## src/sv/cubic_bezier_flattener_defines.svh

```systemverilog
// Assertion macros for the flattener RTL.
`ifndef CUBIC_BEZIER_FLATTENER_DEFINES_SVH
`define CUBIC_BEZIER_FLATTENER_DEFINES_SVH

// Consequent must hold in the same cycle as the antecedent
`define CBF_ASSERT_NOW(lbl, ante, cons, msg) \
  lbl: assert property (@(posedge clk) disable iff (rst) (ante) |-> (cons)) else $error(msg);

// Consequent must hold in the cycle after the antecedent
`define CBF_ASSERT_NEXT(lbl, ante, cons, msg) \
  lbl: assert property (@(posedge clk) disable iff (rst) (ante) |=> (cons)) else $error(msg);

`endif

```

## src/sv/cbf_pkg.sv

```systemverilog
// Shared types, widths and constants of the cubic Bezier flattener.
package cbf_pkg;

  // Segment count limits
  localparam int MAX_SEGMENTS = 32;
  localparam int MIN_SEGMENTS = 4;
  localparam int CNT_W        = $clog2(MAX_SEGMENTS + 1);

  // Compare width for tolerance * MAX_SEGMENTS against the polygon length
  localparam int CMP_W = 48;

  // Command kinds
  typedef enum logic [1:0] {
    CMD_FIRST = 2'd0,
    CMD_LINE  = 2'd1,
    CMD_CUBIC = 2'd2,
    CMD_MOVE  = 2'd3
  } cmd_kind_t;

  // Configuration register indexes
  localparam logic REG_TOLERANCE = 1'b0;
  localparam logic REG_CLOSE     = 1'b1;

  // Shared multiply-accumulate unit
  localparam int MAC_A_W = 35;
  localparam int MAC_B_W = 33;
  localparam int ACC_W   = 70;

  typedef struct packed {
    logic                       en;
    logic                       clr;
    logic                       shl;
    logic signed [MAC_A_W-1:0]  a;
    logic signed [MAC_B_W-1:0]  b;
  } mac_op_t;

  // Iterative root / divide unit
  localparam int RD_SRC_W  = 68;
  localparam int RD_Q_W    = 36;
  localparam int RD_R_W    = 38;
  localparam int ROOT_ITER = 34;
  localparam int DIV_ITER  = 36;
  localparam int RD_CNT_W  = 6;

  typedef struct packed {
    logic                start;
    logic                is_root;
    logic [RD_SRC_W-1:0] src;
    logic [RD_Q_W-1:0]   dvsr;
  } rd_cmd_t;

  typedef struct packed {
    logic busy;
    logic done;
  } rd_stat_t;

endpackage

```

## src/sv/cbf_mac.sv

```systemverilog
// Shared signed multiply-accumulate unit with optional 17-bit product shift.
module cbf_mac (
  input  logic                                clk,
  input  cbf_pkg::mac_op_t                    op,
  output logic signed [cbf_pkg::ACC_W-1:0]    acc
);

  logic signed [cbf_pkg::MAC_A_W+cbf_pkg::MAC_B_W-1:0] prod;
  logic signed [cbf_pkg::ACC_W-1:0] prod_ext;
  logic signed [cbf_pkg::ACC_W-1:0] prod_sh;
  logic signed [cbf_pkg::ACC_W-1:0] base;

  // Product, sign extended and optionally moved up by 17 bits
  always_comb begin
    prod     = op.a * op.b;
    prod_ext = cbf_pkg::ACC_W'(prod);
    prod_sh  = op.shl ? (prod_ext <<< 17) : prod_ext;
    base     = op.clr ? '0 : acc;
  end

  // Accumulator register
  always_ff @(posedge clk) begin
    if (op.en) begin
      acc <= base + prod_sh;
    end
  end

endmodule

```

## config.mk

```make
export PLATFORM = sky130hd
export DESIGN_NAME = cbf_mac
export DESIGN_NICKNAME = d
export VERILOG_FILES = /design/src/sv/cubic_bezier_flattener_defines.svh /design/src/sv/cbf_pkg.sv /design/src/sv/cbf_mac.sv
export SDC_FILE = /design/constraint.sdc
export NUM_CORES = 2
export LEC_CHECK = 0
export ABC_AREA = 1
export BUFFER_PORTS_ARGS = -buffer_cell sky130_fd_sc_hd__buf_4
export CAP_MARGIN = 0
export CORE_AREA = 5 5 487 369
export DETAILED_ROUTE_END_ITERATION = 8
export DIE_AREA = 0 0 492 374
export GPL_TIMING_DRIVEN = 1
export HOLD_SLACK_MARGIN = 0.02
export PLACE_DENSITY = 0.49
export SYNTH_ARGS = -nofsm -noshare
export SYNTH_HDL_FRONTEND = slang
export SYNTH_SLANG_ARGS = --single-unit
```

## constraint.sdc

```tcl
create_clock -name clk -period 20.6 [get_ports clk]
set_input_delay 1.03 -clock clk [delete_from_list [all_inputs] [get_ports clk]]
set_output_delay 1.03 -clock clk [all_outputs]
set_load 0.03 [all_outputs]
```

Word level (Yosys, flattened, before mapping) --
Index checks and enable logic that the tools add are counted.
Storage, ports and cells: bits in registers 70, input port bits 72, output and inout port bits 70, logic and storage cells 5
Operators by class: add/subtract/negate cells 1, multiply operators 1, mux-type cells 2
Operator list (count):
- 70-bit two-way mux | 2
- 70-bit adder | 1
- 35-bit by 33-bit multiplier with 68-bit output | 1

Depth between registers and ports, before layout --
depth in word-level cells 3, mapped depth 51

Worst setup path before layout --
Ideal clock, no wire load.
kind input -> register, start in op[67] (netlist bit), end reg acc[66] (netlist bit), data pin, data arrival time 9.374 ns, setup slack 10.973 ns, stages on the path 38, path buffers 2, cell sequence clkbuf_1 clkbuf_1 nand2_1 inv_1 fa_1 fa_1 inv_1 fa_1 inv_1 fa_1 inv_1 fa_1 inv_1 fa_1 inv_1 fa_1 fa_1 inv_1 [2 not listed] nor2_1 nand2_1 nor3_1 inv_1 or2_1 nand3_1 nand2_1 nand3_1 nand2_1 ha_1 nand2_1 nor2_1 nand4_1 nor2_2 nand2_1 or3_1 nand4_1 nand2_1
On the way: longest elaborated chain between the ends 3
RTL lines:
- from (decl) | line cbf_mac.sv:4 | input cbf_pkg::mac_op_t op,
- 35-bit by 33-bit multiplier with 68-bit output | line cbf_mac.sv:15 | prod = op.a * op.b;
- 70-bit two-way mux | line cbf_mac.sv:17 | prod_sh = op.shl ? (prod_ext <<< 17) : prod_ext;
- 70-bit adder | line cbf_mac.sv:24 | acc <= base + prod_sh;
- to (signal assigned) | line cbf_mac.sv:24
- to (decl) | line cbf_mac.sv:5 | output logic signed [cbf_pkg::ACC_W-1:0] acc
Every way passes these cells. A chain may end at the register's enable or synchronous reset.

Worst setup path after layout --
start in op[6] (netlist bit), end reg acc[65] (netlist bit), data pin
The elaborated chain is that of the path after synthesis.

==> flow_metrics.tcl <==
set metrics [dict create \
    status "finished clean" \
    required_ns 20.72 \
    cts_made_buffers 9 \
    hold_path_class "flop to flop" \
    crit_top_cell "inv_1" \
    nNetsFinal 8384 \
    synth_top_cell_area_share_pct 46.6 \
    finalCritPeriodShare_pct 58.0 \
    drt_pre_antenna_iters 6 \
    grt_usage_pct 19.8 \
    rsz0062_at_grt "no" \
    cp.arrival_ns 12.08 \
    worst_setup_path_end_kind "flop" \
    grt_max_degree 60 \
    post_cts_buffers 0 \
    htree_num_levels 3 \
    largest_register_ffs 70 \
    tns_ns 0 \
    synth_edf_count 70 \
    yosys.cell_types.count 45 \
    cts_tree "built" \
    slew_headroom_pct 34.6 \
    top_register "acc" \
    drtAntennaViolNets 0 \
    dieWidth_um 492 \
    core_um2 174000 \
    path_clk_slew_ns 0.07 \
    timing.rr.end "acc[40]" \
    start_util_pct 29.8 \
    synthCells 6944 \
    ys_ff_latch 70 \
    syn_area_um2 51900 \
    finalCriticalPeriod_ns 11.96 \
    syn_area_per_cell_um2 7.47 \
    syn_nets 8514 \
    cap_violations 0 \
    worst_slew_pin_slew_ns 0.981 \
    fmax_mhz 83.6 \
    finalHoldViolCount 0 \
    gp_congestion 0.978 \
    start_kind "input pin" \
    grt_pass1_vias 44300 \
    dieArea_um2 184000 \
    largestRegisters "acc x70" \
    startpoint "op[6]" \
    port_buffers 141 \
    dieHeight_um 374 \
    async_flop_share_pct 0 \
    hold_depth 3 \
    ctsResizeCount 0 \
    clock_skew_ns 0.0119 \
    critical_path_class "input pin to flop" \
    dp_hpwl_mm 156 \
    path_max_fanout 35 \
    drcViolationCount 0 \
    cts-root-buf "clkbuf_16" \
    postCtsHoldBufs 0 \
    crit_end "acc[65]" \
    drive_above_1_share_pct 3.55 \
    routed_wl_mm 181 \
    synth_top_flop_cell "edfxtp_1" \
    routedWlPerCell_um 19.9 \
    synth_largest_area_cell "fa_1" \
    r2r_setup_slack_ns 16.90 \
    io_pins 142 \
    drt-initial-drc-count 3727 \
    max_stage_delay_ns 0.96 \
    yosys_warnings 0 \
    cp_slowest_cell "fa_1" \
    grt.overflow.total 0 \
    antenna_found_initial 2 \
    r2r_cells 16 \
    vias 42000 \
    viasPerCell 4.61 \
    multi_input_area_um2 40600 \
    slew_violations 0 \
    fp-row-count 133 \
    regArea_um2 2100 \
    synth.most_common_cell "inv_1" \
    synth_commonest_cells "inv_1, nand2_1, fa_1" \
    seq_area_frac_synth_pct 4.05 \
    grt_pass1_wl_mm 279 \
    rr_startpoint "acc[0]" \
    clkSinkCount 70 \
    clock_latency_ns 0.38 \
    fillers 18800 \
    synth.top_cells.by_area "fa_1, inv_1, nand2_1" \
    setup_viol 0 \
    clock_path_buffers 2 \
    areaGrowthSynthToFinish_pct 6.21 \
]
-- area by class of cell --
type	count	share of cell area [%]
Sequential cell	70	3.82
Clock inverter	6	0.159
Tap cell	2295	5.21
Clock buffer	9	0.409
Multi-Input combinational cell	4432	73.7
Inverter	2151	14.7
Antenna cell	2	0.00909
Timing Repair Buffer	150	2.04
-- routing by layer --
layer	vias up	routed length (um)	global-route usage, %
met5	-	168	0.753
met4	6	1890	2.26
met3	118	14600	4.23
met2	1308	76000	29.4
met1	21300	88500	30.3
li1	19300	-	-
-- stage by stage --
stage | area (um^2) | hold WS (ns) | setup WS (ns) | instances | util (%)
floorplan | 51900 | 0.884 | 10.97 | 6944 | -
global placement | 54800 | 0.698 | 8.59 | 9098 | 31.4
global route | 55100 | 0.774 | 8.27 | 9113 | 31.6
CTS | 55100 | 0.719 | 8.98 | 9113 | 31.6
finish | 55100 | 0.709 | 8.64 | 9115 | 31.6
detailed placement | 54800 | 0.706 | 8.63 | 9098 | 31.4
-- worst min path at each step --
stage / to / from
after global placement: acc[0] / acc[0]
after CTS: acc[0] / acc[0]
final: acc[0] / acc[0]
after detailed placement: acc[0] / acc[0]
after global routing: acc[0] / acc[0]
after floorplan: acc[0] / acc[0]
-- cell usage in the layout (no fill, tap or decap), types with 3 or more instances in the layout --
cell,n
xor2_1,59
o21ai_2,3
o21ai_0,112
nor4_1,4
o21a_1,4
nor2_1,418
nand2_2,17
nand3_2,3
nand3b_1,15
xnor2_1,30
or2_1,10
nand4_1,31
clkinvlp_4,3
or2_2,14
nor2_2,22
a31oi_1,14
mux2i_1,4
edfxtp_1,70
nand3_1,150
fa_1,1208
a21oi_1,184
inv_2,7
and2_1,4
inv_1,2143
nor3_1,17
nand2_1,1731
buf_4,150
a21boi_0,6
ha_1,290
a21o_1,22
clkbuf_16,9
o21ai_1,15
a21oi_2,5
o21bai_1,27
-- worst max-delay path: cells and delay by family --
family                     cells  cell delay, ns
adders and majority gates     10            5.49
buffers and inverters         10            1.55
and+or+nand+nor               17            3.80
xor gates and xnor gates       1            0.10
-- cell families after synthesis --
kind of cell | share of synthesized area [%]
muxes | 0.0772
adders and majority gates | 53.6
DFF | 4.05
AOI/OAI and AO/OA | 4.26
buffers and inverters | 17.7
xor gates and xnor gates | 1.50
and+or+nand+nor | 18.8
Power is not shown: default switching activity piles up to over one toggle a cycle in this logic, so the estimate is an artifact.
