--- src/sv/cubic_bezier_flattener_defines.svh ---
// Assertion macros for the flattener RTL.
`ifndef CUBIC_BEZIER_FLATTENER_DEFINES_SVH
`define CUBIC_BEZIER_FLATTENER_DEFINES_SVH

// Consequent must hold in the same cycle as the antecedent
`define CBF_ASSERT_NOW(lbl, ante, cons, msg) \
  lbl: assert property (@(posedge clk) disable iff (rst) (ante) |-> (cons)) else $error(msg);

// Consequent must hold in the cycle after the antecedent
`define CBF_ASSERT_NEXT(lbl, ante, cons, msg) \
  lbl: assert property (@(posedge clk) disable iff (rst) (ante) |=> (cons)) else $error(msg);

`endif

--- src/sv/cbf_pkg.sv ---
// Shared types, widths and constants of the cubic Bezier flattener.
package cbf_pkg;

  // Segment count limits
  localparam int MAX_SEGMENTS = 32;
  localparam int MIN_SEGMENTS = 4;
  localparam int CNT_W        = $clog2(MAX_SEGMENTS + 1);

  // Compare width for tolerance * MAX_SEGMENTS against the polygon length
  localparam int CMP_W = 48;

  // Command kinds
  typedef enum logic [1:0] {
    CMD_FIRST = 2'd0,
    CMD_LINE  = 2'd1,
    CMD_CUBIC = 2'd2,
    CMD_MOVE  = 2'd3
  } cmd_kind_t;

  // Configuration register indexes
  localparam logic REG_TOLERANCE = 1'b0;
  localparam logic REG_CLOSE     = 1'b1;

  // Shared multiply-accumulate unit
  localparam int MAC_A_W = 35;
  localparam int MAC_B_W = 33;
  localparam int ACC_W   = 70;

  typedef struct packed {
    logic                       en;
    logic                       clr;
    logic                       shl;
    logic signed [MAC_A_W-1:0]  a;
    logic signed [MAC_B_W-1:0]  b;
  } mac_op_t;

  // Iterative root / divide unit
  localparam int RD_SRC_W  = 68;
  localparam int RD_Q_W    = 36;
  localparam int RD_R_W    = 38;
  localparam int ROOT_ITER = 34;
  localparam int DIV_ITER  = 36;
  localparam int RD_CNT_W  = 6;

  typedef struct packed {
    logic                start;
    logic                is_root;
    logic [RD_SRC_W-1:0] src;
    logic [RD_Q_W-1:0]   dvsr;
  } rd_cmd_t;

  typedef struct packed {
    logic busy;
    logic done;
  } rd_stat_t;

endpackage

--- src/sv/cbf_rootdiv.sv ---
// Iterative restoring square root / divider, one result bit per cycle.
module cbf_rootdiv (
  input  logic                          clk,
  input  logic                          rst,
  input  cbf_pkg::rd_cmd_t              cmd,
  output cbf_pkg::rd_stat_t             stat,
  output logic [cbf_pkg::RD_Q_W-1:0]    q,
  output logic [cbf_pkg::RD_R_W-1:0]    rem
);

  logic [cbf_pkg::RD_SRC_W-1:0] src;
  logic [cbf_pkg::RD_Q_W-1:0]   dvsr;
  logic [cbf_pkg::RD_CNT_W-1:0] cnt;
  logic                         is_root;
  logic [cbf_pkg::RD_R_W-1:0]   rem_sh;
  logic [cbf_pkg::RD_R_W-1:0]   trial;
  logic                         ge;

  // One step: shift in bits, compare against trial value
  always_comb begin
    if (is_root) begin
      rem_sh = {rem[cbf_pkg::RD_R_W-3:0], src[cbf_pkg::RD_SRC_W-1 -: 2]};
      trial  = {q, 2'b01};
    end else begin
      rem_sh = {rem[cbf_pkg::RD_R_W-2:0], src[cbf_pkg::RD_SRC_W-1]};
      trial  = {2'b00, dvsr};
    end
    ge = (rem_sh >= trial);
  end

  // Control
  always_ff @(posedge clk) begin
    if (rst) begin
      stat.busy <= 1'b0;
      stat.done <= 1'b0;
    end else begin
      stat.done <= 1'b0;
      if (cmd.start) begin
        stat.busy <= 1'b1;
      end else if (stat.busy && cnt == '0) begin
        stat.busy <= 1'b0;
        stat.done <= 1'b1;
      end
    end
  end

  // Datapath
  always_ff @(posedge clk) begin
    if (cmd.start) begin
      src     <= cmd.src;
      dvsr    <= cmd.dvsr;
      is_root <= cmd.is_root;
      q       <= '0;
      rem     <= '0;
      cnt     <= cmd.is_root ? cbf_pkg::RD_CNT_W'(cbf_pkg::ROOT_ITER - 1)
                             : cbf_pkg::RD_CNT_W'(cbf_pkg::DIV_ITER - 1);
    end else if (stat.busy) begin
      src <= is_root ? (src << 2) : (src << 1);
      rem <= ge ? (rem_sh - trial) : rem_sh;
      q   <= {q[cbf_pkg::RD_Q_W-2:0], ge};
      cnt <= cnt - 1'b1;
    end
  end

endmodule

--- config.mk ---
export PLATFORM = sky130hd
export DESIGN_NAME = cbf_rootdiv
export DESIGN_NICKNAME = d
export VERILOG_FILES = /design/src/sv/cubic_bezier_flattener_defines.svh /design/src/sv/cbf_pkg.sv /design/src/sv/cbf_rootdiv.sv
export SDC_FILE = /design/constraint.sdc
export NUM_CORES = 1
export LEC_CHECK = 0
export BUFFER_PORTS_ARGS = -buffer_cell sky130_fd_sc_hd__buf_2
export CAP_MARGIN = 20
export CELL_PAD_IN_SITES_DETAIL_PLACEMENT = 1
export CELL_PAD_IN_SITES_GLOBAL_PLACEMENT = 2
export CORE_MARGIN = 2
export CORE_UTILIZATION = 38
export CTS_CLUSTER_DIAMETER = 120
export DETAILED_ROUTE_END_ITERATION = 7
export GPL_TIMING_DRIVEN = 0
export MAX_ROUTING_LAYER = met4
export PLACE_DENSITY = 0.88
export SETUP_SLACK_MARGIN = 0.2
export SYNTH_ARGS = -nofsm -noshare
export SYNTH_HDL_FRONTEND = slang
export SYNTH_SLANG_ARGS = --single-unit
--- constraint.sdc ---
create_clock -name clk -period 8.8 [get_ports clk]
set_input_delay 0.44 -clock clk [delete_from_list [all_inputs] [get_ports clk]]
set_output_delay 0.44 -clock clk [all_outputs]
set_load 0.005 [all_outputs]
# --- After elaboration in Yosys (flattened, before gate mapping) ---
# Index checks and enable logic that the tools add are counted.
word_totals:
  regBits: 187
  in_bits: 108
  out_inout_bits: 76
  word_cells: 27
op_classes:
  n_addsub: 2
  n_lt_le_gt_ge: 1
  mux: 11
  n_reduce_logical: 5
ops:
  columns: ["operator", "count"]
  rows:
  - ["two-way mux 68 bit", 3]
  - ["two-way mux 38 bit", 3]
  - [">= comparator 38 bit", 1]
  - ["subtractor 38 bit", 1]
  - ["two-way mux 6 bit", 2]
  - ["logical NOT 6 bit", 1]
  - ["subtractor 6 x 1 -> 6 bit, second input constant", 1]
  - ["two-way mux 2 bit", 2]
  - ["nonzero test 2 bit", 2]
  - ["OR reduction 2 bit", 1]
  - ["logical AND 1 bit", 1]
  - ["two-way mux 1 bit", 1]

# --- Depth between registers and ports, before layout ---
# Gate-level depths: netlist of run 1.
depth:
  ltp_word: 4
  depth_mapped: 16
  depth_no_buf: 11

# --- Worst setup path after synthesis of run 1 ---
# Ideal clock, no wire load.
synth_path:
  path_type: "flip-flop to flip-flop"
  start: "reg is_root"
  end: "reg rem[6] (netlist bit)"
  setup_time_ns: 0.091
  arrival_ns: 4.126
  t_required_ns: 8.709
  path_slack_ns: 4.583
  stages_incl_launch_ff: 15
  path_buffers: 4
  period_less_slack_ns: 4.217
  path_cell_list: "edfxtp_1 -> clkbuf_1 -> buf_1 -> clkbuf_1 -> mux2i_1 -> ha_1 -> nand2_1 -> or3_1 -> or4_1 -> o31ai_2 -> a211oi_1 -> and2_1 -> buf_6 -> or3_1 -> a311oi_1"
synth_via:
  elab_chain_len: 3
  elab_cells_between_ends: 5
  cone_classes: "add/sub: 1; order compare: 1; mux: 3"
synth_lines:
  columns: ["element", "line_no", "rtl"]
  rows:
  - ["from (decl)", "cbf_rootdiv.sv:14", "logic is_root;"]
  - ["from (signal assigned)", "cbf_rootdiv.sv:52", "is_root <= cmd.is_root;"]
  - ["two-way mux 38 bit", "cbf_rootdiv.sv:21", "if (is_root) begin"]
  - ["subtractor 38 bit or >= comparator 38 bit (tied branches)", "cbf_rootdiv.sv:59, cbf_rootdiv.sv:28", null]
  - ["two-way mux 38 bit (*)", "cbf_rootdiv.sv:59", "rem <= ge ? (rem_sh - trial) : rem_sh;"]
  - ["to (signal assigned)", "cbf_rootdiv.sv:59", null]
  - ["to (decl)", "cbf_rootdiv.sv:8", "output logic [cbf_pkg::RD_R_W-1:0] rem"]
# Mark *: on every way between the ends. The rest lies on a longest branch, timed or not.
# A chain may end at the register's enable or synchronous reset.

# --- Worst setup path after layout of run 1 ---
layout_path:
  start: "reg is_root"
  end: "reg rem[25] (netlist bit)"
# The elaborated chain is that of the path after synthesis.

==> results list, run 1 <==
- Antenna cell count: 0
- Worst clock skew: 17.4 ps
- Half-perimeter wire length after detailed placement: 25.3 mm
- Proportion of synthesized chip area in sequential cells: 0.448
* Utilization after layout: 0.461
- TritonCTS clock tree: done
- Clock-pin slew was measured on the worst setup and hold paths at 80 ps.
- In this run the tightest slew margin relative to its limit is 0.316.
- Initial cell density of the core: 0.388
- Netlist area before placement: 10800 sq um
- Pre-CTS setup slack: 2970 ps
* Switching share of power: 0.429
* Placeable core region: 27900 sq um
- Relative to the synthesized area, the layout overhead comes to 18.9%.
- In the synthesized netlist, the number of instances is 1102.
- The library cell used most frequently in the layout, excluding fill and tap cells, is sky130_fd_sc_hd__buf_2.
* Chip width: 173 um
* # nets final: 1455
* Port-buffer cells: 183
* Gp weighted congestion: 0.913
* Finish-stage setup viols: 0
* Yosys synthesis warning count: 0
- Cell-by-cell listing of the critical path: clkbuf_1 > buf_1 > clkbuf_1 > mux2i_1 > ha_1 > a21oi_1 > o221ai_1 > a21oi_1 > a21oi_1 > o31ai_1 > and2_1 > buf_6 > clkbuf_1 > nand2_1 > a311oi_1
- Synthesis produced a netlist with a net count of 1250.
- The routed design has 33.9 mm of wire.
- Cell chosen for the clock root: sky130_fd_sc_hd__clkbuf_16
- Commonest non-fill, non-tap cells in the layout: 186 x sky130_fd_sc_hd__buf_2, 146 x sky130_fd_sc_hd__nand2_1, 141 x sky130_fd_sc_hd__mux2i_1
* IR Drop Worst-Case VDD: 200 uV
- Antenna-violating nets left: 0
- The smallest clock period supported by the final layout is computed as 6010 ps.
- Max-capacitance violation count: 0
- Share of power burned in the clock network: 0.213
* Data arrival at the endpoint of the critical path: 6360 ps
- The H-tree was split into 4 levels.
- The later pin in the worst-skew pair is clocked with a latency of 460 ps.
- Before antenna repair, the detailed router went through 6 iterations.
- Crit Path Max Fanout: 10
- Of all flip-flops after synthesis, the portion carrying an async set or reset was 0.
* Post-CTS resize count: 0
- In this run, the number of DRC markers left after iteration 0 of detailed routing was 467.
* RSZ-0062 raised after global routing: no
- Via total after detailed routing: 9230
* Data required time at the worst endpoint: 9150 ps
- Max-slew violations: 0
* Worst Setup End Kind: flop
- Dividing total power by cell area gives a power density of 289 nW/um^2.
* Setup WS post-layout: 2790 ps
- Run status: completed
- In this run, synthesis inferred 111 flip-flops with an integrated enable.
- Maximum number of pins on one net before global-route repair: 75
- In the final routed layout, each cell accounts on average for 20.0 um.
* Flip-flop cell with the highest count after synthesis: sky130_fd_sc_hd__edfxtp_1
* Die area: 29900 sq um
- Worst hold-check slack: 154 ps
- Summed over all layers, the global routing overflow is 0.
* Final Hold Violating Endpoints: 0
- STA classifies the critical path startpoint as a flop.
- Initial antenna violation count: 0
- Clock Tree Buf Depth: 2
* Maximum operating frequency: 0.166 GHz
- The share of total power dissipated in combinational logic is 0.482.
- Among cell families on the critical path, the largest total delay comes from buffers and inverters.
- Of the available clock period, the critical path in the final layout requires 0.683.
- Hold crit path type: input pin to flop
- Of the total power, registers draw 0.305.
- Share of post-route cells with drive strength above 1: 0.202
- In this run, distinct cell masters in the synthesized netlist total 61.
- The number of global-route vias before repair came to 9712.
* Setup TNS: 0 ps
- In this run the vertical extent of the chip is 173 um.
- Psw: 1.60 mW
- Mean instance size in the synthesized netlist: 9.83 sq um
- Placement row count: 61
- The internal power of the cells totals 2.12 mW.
* Synthesized flop and latch total: 187
- Wire length of the first global-routing pass: 54.1 mm
- After detailed routing, the number of vias per cell comes to 5.44.
* Total buffers and inverters traversed by the critical path: 5
- Number of buffers added for setup after CTS: 0
- Among all stages on the critical path, the largest delay is contributed by sky130_fd_sc_hd__clkbuf_1.
* Num CTS Buffers: 17
- Across every metal layer, demand over resource in global routing totals 0.235.
- Classification of the worst setup path: flop to flop
- For the pin with the worst max-slew slack, the measured transition is 1030 ps.
* Total I/O pin count: 184
- Sink count of the clock tree: 187
- In the routed design, unresolved DRC markers number 0.
- Reported leakage power: 5.60 nW
* Peak per-stage delay on the critical path: 700 ps
- Hold repair after CTS inserted 0 buffers.
-- worst paths after layout --
check | start | endpoint | slack [ps] | cells after the start
min | cmd[1] | dvsr[1] | 150 | 1
max | is_root | rem[25] | 2790 | 15
max reg2reg | is_root | rem[25] | 2790 | 15
min reg2reg | rem[21] | rem[21] | 520 | 2
-- layout make-up --
cell class / instances / area [sq um]
Multi-Input combinational cell: 826 / 5630
Buffer: 70 / 274
Inverter: 19 / 73.8
Clock inverter: 14 / 155
Fill cell: 3259 / 15100
Sequential cell: 187 / 4850
Timing Repair Buffer: 186 / 978
Clock buffer: 18 / 439
Tap cell: 378 / 473
-- power by group through the flow --
stage,logic (mW),clock network (mW),registers [mW]
floorplan,1.22,0,1.13
global placement,1.73,0,1.15
detailed placement,1.77,0,1.15
CTS,1.78,0.812,1.14
global route,1.97,0.849,1.15
finish,1.79,0.791,1.14
-- layer usage --
metal | global-route usage | wire length [um]
met5 | - | 0
met3 | 0.0402 | 1210
met1 | 0.306 | 16000
met4 | 0.0526 | 476
met2 | 0.384 | 16300
-- cell families after synthesis --
| kind of cell | synth area share |
|---|---|
| AO/OA/AOI/OAI | 0.148 |
| AND/OR/NAND/NOR | 0.131 |
| multiplexers | 0.167 |
| buffers and inverters | 0.0319 |
| XOR/XNOR | 0.0267 |
| flip-flops | 0.448 |
| adder cells (fa/ha/maj) | 0.0469 |
-- stage by stage --
step / cell area [sq um] / total power [mW] / cells
final: 12900 / 3.72 / 1698
after global routing: 12900 / 3.98 / 1698
after CTS: 12900 / 3.73 / 1697
after detailed placement: 12300 / 2.93 / 1665
after global placement: 12200 / 2.88 / 1663
after floorplan: 10800 / 2.35 / 1102
-- state kept, by name, summed over array words and instances (netlist names) --
register / cells
rem: 38
cnt: 6
is_root: 1
src: 68
stat: 2
q: 36
dvsr: 36
-- synth_stat cells (4+ instances only) --
cell | n | share of area
sky130_fd_sc_hd__nand2_1 | 146 | 0.051
sky130_fd_sc_hd__mux2i_1 | 141 | 0.13
sky130_fd_sc_hd__edfxtp_1 | 111 | 0.31
sky130_fd_sc_hd__nor2_1 | 91 | 0.032
sky130_fd_sc_hd__o21ai_0 | 88 | 0.041
sky130_fd_sc_hd__dfxtp_1 | 76 | 0.14
sky130_fd_sc_hd__clkbuf_1 | 59 | 0.020
sky130_fd_sc_hd__a21oi_1 | 44 | 0.020
sky130_fd_sc_hd__ha_1 | 39 | 0.045
sky130_fd_sc_hd__mux2_2 | 35 | 0.036
sky130_fd_sc_hd__a21o_1 | 22 | 0.015
sky130_fd_sc_hd__a311oi_1 | 21 | 0.017
sky130_fd_sc_hd__nand3_1 | 21 | 0.0097
sky130_fd_sc_hd__xnor2_1 | 20 | 0.016
sky130_fd_sc_hd__inv_1 | 19 | 0.0066
sky130_fd_sc_hd__nor3_1 | 18 | 0.0083
sky130_fd_sc_hd__xor2_1 | 13 | 0.011
sky130_fd_sc_hd__a211oi_1 | 9 | 0.0062
sky130_fd_sc_hd__nand4_1 | 9 | 0.0052
sky130_fd_sc_hd__a32oi_1 | 8 | 0.0065
sky130_fd_sc_hd__and2_1 | 8 | 0.0046
sky130_fd_sc_hd__a31oi_1 | 7 | 0.0040
sky130_fd_sc_hd__and3_1 | 7 | 0.0040
sky130_fd_sc_hd__buf_1 | 7 | 0.0024
sky130_fd_sc_hd__o21bai_1 | 6 | 0.0042
sky130_fd_sc_hd__o31ai_1 | 6 | 0.0042
sky130_fd_sc_hd__or2_2 | 6 | 0.0035
sky130_fd_sc_hd__nand2b_1 | 5 | 0.0029
sky130_fd_sc_hd__nor2b_1 | 5 | 0.0029
sky130_fd_sc_hd__o211ai_1 | 4 | 0.0028
Note: power is estimated with default switching activity, not from simulation.
==> run 2: changes to the inputs <==
--- a/config.mk
+++ b/config.mk
@@ -10,12 +10,12 @@
 export CELL_PAD_IN_SITES_DETAIL_PLACEMENT = 1
 export CELL_PAD_IN_SITES_GLOBAL_PLACEMENT = 2
 export CORE_MARGIN = 2
-export CORE_UTILIZATION = 38
+export CORE_UTILIZATION = 36
 export CTS_CLUSTER_DIAMETER = 120
 export DETAILED_ROUTE_END_ITERATION = 7
 export GPL_TIMING_DRIVEN = 0
 export MAX_ROUTING_LAYER = met4
-export PLACE_DENSITY = 0.88
+export PLACE_DENSITY = 0.84
 export SETUP_SLACK_MARGIN = 0.2
 export SYNTH_ARGS = -nofsm -noshare
 export SYNTH_HDL_FRONTEND = slang
==> constraint.sdc (replaced) <==
create_clock -name clk -period 5.6 [get_ports clk]
set_input_delay 0.28 -clock clk [delete_from_list [all_inputs] [get_ports clk]]
set_output_delay 0.28 -clock clk [all_outputs]
set_load 0.005 [all_outputs]
==> run 2 against run 1 <==
Effect of this change:
- clock skew is 1.2 ps higher
- global-route usage is 1.2 points lower
- critical path type unchanged
- power is 58% higher
- clock-buffer cell count is 1 lower
- worst hold slack worse by 140 ps
- first-iteration DRC count is 4.5% higher
- final cell count is 2.4% higher
- die area is 5.4% higher
- highest routed layer unchanged
- largest cell class unchanged
- critical path depth is 2 lower
- fmax is 19% higher
==> results list, run 2 (synthesis gave the netlist of run 1 again) <==
- The top-level I/O count is 184 (unchanged).
- The depth of the most critical reg-to-reg path is 13 (-2).
- Maximum operating frequency: 0.198 GHz (+19%)
* GRT Util Overall: 0.223 (-0.0118)
- The number of maximum-capacitance constraint violations is 0 (unchanged).
- The startpoint identified for the worst register-to-register timing path is is_root.
- The required time of the critical path came to 5970 ps (-3180 ps).
- The number of detailed-route iterations in the first pass came to 5 (-1).
- The flow ran to the end, and the final reports show no timing, DRC or antenna violations.
- The setup TNS came to 0 ps (unchanged).
- The detailed placement HPWL is 25.4 mm (+0.44%).
- Height of the die: 177 um (+2.7%)
* Number of H-tree branching levels: 4 (unchanged)
* Reported leakage power: 5.76 nW (+2.8%)
* Detailed Route Iter0 Violations: 488 (+4.5%)
* RSZ-0062 raised after global routing: no
* Worst Hold Path Cells: 1 (unchanged)
- Slew at the pin closest to its max-slew limit: 1030 ps (+8.48 ps)
- The routed length per instance is 19.7 um (-1.6%).
* Register containing the most flip-flops in the final layout: src
* TritonCTS clock tree: done
- Final Hold Violating Endpoints: 0 (unchanged)
* # nets final: 1483 (+1.9%)
- The number of filler instances in the final layout came to 3445 (+5.7%).
* Via total after detailed routing: 9284 (+0.59%)
* Register-to-register setup slack: 550 ps (-2240 ps)
- Finish-stage setup viols: 0 (unchanged)
- Chip width: 177 um (+2.7%)
- Non-filler instance count after layout: 1738 (+2.4%)
- The total of buffers placed on input and output ports was 183 (unchanged).
- The worst clock skew on the final layout is 18.6 ps (+1.18 ps).
- Classification of the worst setup path: flop to flop
- Relative slew slack: 0.310 (-0.00566)
- The number of clock buffers inserted by TritonCTS came to 17 (unchanged).
* Pre-CTS setup slack: -234 ps (-3210 ps)
* Setup WS post-layout: 553 ps (-2240 ps)
* Via count of the first global-routing pass: 9447 (-2.7%)
- Placement row count: 63 (+3.3%)
- STA classifies the critical path endpoint as a flop.
* Initial cell density of the core: 0.365 (-0.0223)
- Gp weighted congestion: 0.890 (-2.5%)
* Commonest non-fill, non-tap cells in the layout: 187 x sky130_fd_sc_hd__buf_2, 146 x sky130_fd_sc_hd__nand2_1, 141 x sky130_fd_sc_hd__mux2i_1
* Placed insts: 1676 (+0.66%)
- Data arrival at the endpoint of the critical path: 5420 ps (-940 ps)
- Worst hold-check slack: 15.3 ps (-139 ps)
- The power density over the cells was 447 nW/um^2 (+55%).
- The number of vias per cell after detailed routing is 5.34 (-1.7%).
* Max reg flops: 68 (unchanged)
- Min-Delay Endpoint: dvsr[25]
- Leaving out fill and tap cells, the most frequent cell in the layout is sky130_fd_sc_hd__buf_2.
* GRT Residual Overflow: 0 (unchanged)
- Number of buffers added for setup after CTS: 0 (unchanged)
- Max-slew violations: 0 (unchanged)
- The tree is rooted in a sky130_fd_sc_hd__clkbuf_16.
- The die outline area was 31500 sq um (+5.4%).
- In the final layout, the registers with the most flip-flops are src: 68 flops, rem: 38 flops.
- Hold path startpoint: cmd[25]
* Clock Latency Late Sink: 460 ps (about the same)
- R2r endpoint: rem[32]
- Antenna-violating nets left: 0 (unchanged)
- Sink count of the clock tree: 187 (unchanged)
- Wire length of the first global-routing pass: 52.5 mm (-2.9%)
- The buffer depth of the longest clock path came to 2 (unchanged).
* Hold crit path type: input pin to flop
- IR Drop Worst-Case VDD: 231 uV (+16%)
- Final wirelength: 34.2 mm (+0.70%)
* Area added between synthesis and finish: 21.7%
* Placeable core region: 29600 sq um (+6.1%)
* DRC: 0 (unchanged)
* Initial antenna violation count: 1 (+1)
- The largest net degree at the start of global routing was 75 (unchanged).
- The share of cells above drive strength 1 is 0.203 (+0.00116).
- The clock transition at the register clock pins on the worst setup and hold paths after CTS was 80 ps (about the same).
- Final worst path period need: 5050 ps (-960 ps)
- Fin crit share: 0.901 (+0.219)
- The highest fanout seen on the critical path is 10 (unchanged).
- Startpoint class of the critical path: flop
[run 2: area by class of cell]
type	instances	area, sq um	share of cell area
Timing Repair Buffer	214	1260	0.0953
Clock buffer	17	425	0.0323
Antenna cell	1	2.50	0.000190
Tap cell	390	488	0.0370
Clock inverter	14	163	0.0123
Inverter	19	73.8	0.00560
Buffer	70	284	0.0215
Multi-Input combinational cell	826	5630	0.427
Sequential cell	187	4850	0.368
[run 2: worst max path at each step]
stage	start	endpoint	slack (ps)	depth (start not counted)
final	is_root	rem[32]	550	13
after global routing	is_root	rem[34]	290	13
after CTS	is_root	rem[24]	300	16
after detailed placement	is_root	rem[24]	-230	16
after global placement	is_root	rem[27]	-130	16
after floorplan	is_root	rem[6]	1380	14
[run 2: what timing repair did]
item,in CTS,in global routing
gates resized for setup,3,12
hold endpoints to repair,27,1
hold buffers,27,1
pin swaps,0,0
endpoints found under the setup margin,38,28
[run 2: critical path, stage by stage (launching register included)]
cell and delay, ps:
sky130_fd_sc_hd__edfxtp_1 370, sky130_fd_sc_hd__clkbuf_1 400, sky130_fd_sc_hd__buf_1 650, sky130_fd_sc_hd__mux2_2 440, sky130_fd_sc_hd__ha_1 400, sky130_fd_sc_hd__nand2_1 130
sky130_fd_sc_hd__or3_1 410, sky130_fd_sc_hd__or4_1 600, sky130_fd_sc_hd__o31ai_2 300, sky130_fd_sc_hd__a211oi_1 120, sky130_fd_sc_hd__nand2_1 350, sky130_fd_sc_hd__buf_2 380
sky130_fd_sc_hd__nand2_1 200, sky130_fd_sc_hd__o21ai_0 220
[run 2: stage by stage]
step | power (mW) | utilization | instance area [sq um]
3_5_place_dp | 4.61 | 0.414 | 12300
3_3_place_gp | 4.55 | 0.413 | 12200
4_1_cts | 5.89 | 0.443 | 13100
2_1_floorplan | 3.69 | - | 10800
6_report | 5.89 | 0.445 | 13200
5_1_grt | 6.27 | 0.445 | 13200
[run 2: metal layers]
metal | vias up | GRT usage | wire length, um
li1 | 4531 | - | -
met3 | 34 | 0.0375 | 1410
met4 | 0 | 0.0540 | 531
met2 | 199 | 0.355 | 16000
met5 | - | - | 0
met1 | 4520 | 0.298 | 16200
[run 2: where the power goes]
group          switching (mW)  internal, mW
combinational            1.78          1.07
sequential              0.141          1.65
clock                   0.618         0.634
==> run 3: changes to the inputs <==
--- a/config.mk
+++ b/config.mk
@@ -10,12 +10,13 @@
 export CELL_PAD_IN_SITES_DETAIL_PLACEMENT = 1
 export CELL_PAD_IN_SITES_GLOBAL_PLACEMENT = 2
 export CORE_MARGIN = 2
-export CORE_UTILIZATION = 36
+export CORE_UTILIZATION = 33
+export CTS_BUF_LIST = sky130_fd_sc_hd__clkbuf_8
 export CTS_CLUSTER_DIAMETER = 120
 export DETAILED_ROUTE_END_ITERATION = 7
 export GPL_TIMING_DRIVEN = 0
 export MAX_ROUTING_LAYER = met4
-export PLACE_DENSITY = 0.84
+export PLACE_DENSITY = 0.81
 export SETUP_SLACK_MARGIN = 0.2
 export SYNTH_ARGS = -nofsm -noshare
 export SYNTH_HDL_FRONTEND = slang
==> constraint.sdc (replaced) <==
create_clock -name clk -period 4.2 [get_ports clk]
set_input_delay 0.21 -clock clk [delete_from_list [all_inputs] [get_ports clk]]
set_output_delay 0.21 -clock clk [all_outputs]
set_load 0.005 [all_outputs]
==> run 3 against run 2 <==
Effect of this change:
- flip-flop and latch count unchanged
- utilization shrank 1.1 points
- clock power fell by 6%
- critical path type unchanged
- sequential share of layout area decreased by 2.4 points
- largest power group unchanged
- critical path depth is the same
- clock skew up 1.9 ps
- final cell count increased by 7.9%
==> results list, run 3 (synthesis gave the netlist of run 1 again) <==
- Run status: completed
- Final wirelength: 35.6 mm (+4.3%)
- Hold path startpoint: cmd[60]
- The area growth from synthesis to layout is 30.1%.
- The total of buffers placed on input and output ports came to 183 (unchanged).
- Register containing the most flip-flops in the final layout: src
- The library cell used most frequently in the layout, excluding fill and tap cells, is sky130_fd_sc_hd__buf_2.
- Share of post-route cells with drive strength above 1: 0.219 (+0.0163)
- The worst clock skew on the final layout came to 20.5 ps (+1.87 ps).
* Relative slew slack: 0.357 (+0.0471)
- Cell-internal power: 4.29 mW (+28%)
* Height of the die: 185 um (+4.3%)
* # nets final: 1569 (+5.8%)
- Die area: 34300 sq um (+8.9%)
- The total count of hold-check failures in the final report was 0 (unchanged).
* Power per unit of standard cell area: 548 nW/um^2 (+23%)
- Cell-by-cell listing of the critical path: clkbuf_8 > clkbuf_8 > mux2_2 > ha_1 > nand4_1 > nor3_1 > nand2_1 > o31ai_4 > a211oi_4 > and2_1 > buf_6 > or3_1 > a311oi_2
- Share of total power in sequential cells: 0.309 (+0.005)
- The detailed placement HPWL came to 26.0 mm (+2.2%).
- TritonCTS built the clock tree.
* Worst Setup End Kind: flop
- Peak per-stage delay on the critical path: 400 ps (-250 ps)
* Initial antenna violation count: 0 (-1)
- The slew at the pin with the worst max-slew slack was 964 ps (-70.6 ps).
- Counting stages on the worst path, the most repeated cell is sky130_fd_sc_hd__clkbuf_8.
- The number of maximum-capacitance constraint violations is 0 (unchanged).
* Finish-stage setup viols: 0 (unchanged)
- Antenna cell count: 0 (-1)
- R2r endpoint: rem[6]
* Post-CTS clock slew at the launch and capture registers of the worst setup and hold paths: 120 ps (+40 ps)
* Wire per inst: 19.0 um (-3.4%)
* Utilization after layout: 0.434 (-0.0107)
- The depth of the most critical reg-to-reg path came to 13 (unchanged).
- Via density: 5.12 (-4.1%)
* Detailed Route Iter0 Violations: 436 (-11%)
- Min-Delay Endpoint: src[24]
* IR Drop Worst-Case VDD: 337 uV (+46%)
* Slowest cell on the critical path: sky130_fd_sc_hd__mux2_2
- The area of the core region came to 32500 sq um (+9.5%).
- The number of detailed-route iterations in the first pass is 4 (-1).
- The standard-cell row count was 66 (+4.8%).
- Wire length of the first global-routing pass: 55.5 mm (+5.7%)
- Maximum operating frequency: 0.260 GHz (+31%)
- The count of final max-slew check failures was 0 (unchanged).
- Total I/O pin count: 184 (unchanged)
- Fraction of power consumed by combinational cells: 0.538 (+0.054)
- Crit Path Max Fanout: 10 (unchanged)
- Gp weighted congestion: 0.874 (-1.7%)
- The sink count of the clock tree came to 187 (unchanged).
- Final worst path period need: 3850 ps (-1190 ps)
- The number of stages on the worst hold path was 3 (+2).
- Max reg flops: 68 (unchanged)
* Register-to-register setup slack: 350 ps (-210 ps)
- Setup TNS: 0 ps (unchanged)
* Cell chosen for the clock root: sky130_fd_sc_hd__clkbuf_8
- Fin crit share: 0.917 (+0.0159)
- The worst hold path belongs to the class input pin to flop.
* GRT Residual Overflow: 0 (unchanged)
* Data required time at the worst endpoint: 4620 ps (-1350 ps)
- Startpoint of the most critical register-to-register path: is_root
- Commonest non-fill, non-tap cells in the layout: 183 x sky130_fd_sc_hd__buf_2, 144 x sky130_fd_sc_hd__nand2_1, 140 x sky130_fd_sc_hd__mux2i_1
* Largest registers: src: 68 flops, rem: 38 flops
- The post-detailed-route count of antenna-violating nets is 0 (unchanged).
* Clock Latency Late Sink: 510 ps (+50 ps)
- The level count of the clock H-tree is 4 (unchanged).
- Maximum number of pins on one net before global-route repair: 75 (unchanged)
- The buffer depth of the longest clock path is 2 (unchanged).
- The leakage dissipation is 6.08 nW (+5.6%).
- The number of global-route vias before repair is 9989 (+5.7%).
- The floorplan die width was 185 um (+4.3%).
- The data arrival at the endpoint of the critical path was 4270 ps (-1150 ps).
- The relative contribution of the clock network to total power came to 0.153 (-0.059).
- Classification of the worst setup path: flop to flop
* Dpl cell area: 12400 sq um (+0.73%)
* DRC: 0 (unchanged)
- The total routing usage reported by global routing is 0.218 (-0.00581).
- Final design area excluding fillers: 14100 sq um (+6.9%)
- The number of clock buffers inserted by TritonCTS came to 17 (unchanged).
- The effective utilization at floorplan is 0.334 (-0.0317).
- The worst setup path is launched from a flop.
* Switching share of power: 0.445 (+0.0134)
* Via total after detailed routing: 9609 (+3.5%)
* Psw: 3.44 mW (+35%)
* RSZ-0062 raised after global routing: no
## run 3: cell types whose count changed in the layout (fill, tap and decap cells not counted), moves of 4 or more
cell,previous run,this run
sky130_fd_sc_hd__dlygate4sd3_1,28,105
sky130_fd_sc_hd__a21oi_1,43,39
sky130_fd_sc_hd__clkbuf_8,0,19
sky130_fd_sc_hd__buf_2,187,183
sky130_fd_sc_hd__clkbuf_4,0,5
sky130_fd_sc_hd__buf_4,0,12
sky130_fd_sc_hd__clkbuf_16,17,0
sky130_fd_sc_hd__buf_6,1,5
sky130_fd_sc_hd__clkbuf_1,53,45
## run 3: power groups by stage
| stage | clock network, mW | logic (mW) | registers (mW) |
|---|---|---|---|
| after floorplan | 0 | 2.55 | 2.37 |
| after global placement | 0 | 3.67 | 2.43 |
| after detailed placement | 0 | 3.74 | 2.43 |
| after CTS | 1.23 | 4.00 | 2.39 |
| after global routing | 1.29 | 4.55 | 2.42 |
| final | 1.18 | 4.15 | 2.39 |
## run 3: timing repair
item,CTS,global route
endpoints found under the setup margin,39,38
setup buffers,6,4
pin swaps,4,8
hold buffers,105,0
hold endpoints to repair,107,0
resized for setup,45,33
## run 3: routing by layer
layer,vias up,global-route usage,part of all wire
li1,4701,-,-
met1,4662,0.287,0.47
met2,210,0.344,0.47
met3,36,0.0326,0.039
met4,0,0.0692,0.022
met5,-,-,0
## run 3: worst max path at each step
stage	slack, ps	endpoint	cells after the start	start
final	350	rem[6]	13	is_root
after global routing	190	rem[6]	13	is_root
after floorplan	210	rem[6]	13	is_root
after detailed placement	-940	rem[20]	16	is_root
after global placement	-890	rem[34]	14	is_root
after CTS	230	rem[6]	14	is_root
## run 3: area by class of cell
cell class | instances | area [sq um]
fill | 3749 | 18400
multi-input combinational | 826 | 5760
sequential | 187 | 4850
timing repair buffer | 300 | 2090
tap | 442 | 553
buffer | 70 | 387
clock buffer | 17 | 234
clock inverter | 15 | 131
inverter | 19 | 73.8
## run 3: per-stage QoR
step	instances	setup slack [ps]	hold slack (ps)	total power, mW
after floorplan	1102	211	282	4.93
after CTS	1872	231	0.457	7.62
after global placement	1727	-892	386	6.09
final	1876	348	34.2	7.72
after detailed placement	1729	-936	388	6.17
after global routing	1876	194	12.2	8.26
## run 3: critical path: cells and delay by family (launching register included)
kind | cells | cell delay, ps
fa+ha+maj | 1 | 400
buf+inv | 3 | 560
simple gates | 5 | 1450
compound gates | 3 | 610
flops | 1 | 350
mux | 1 | 400
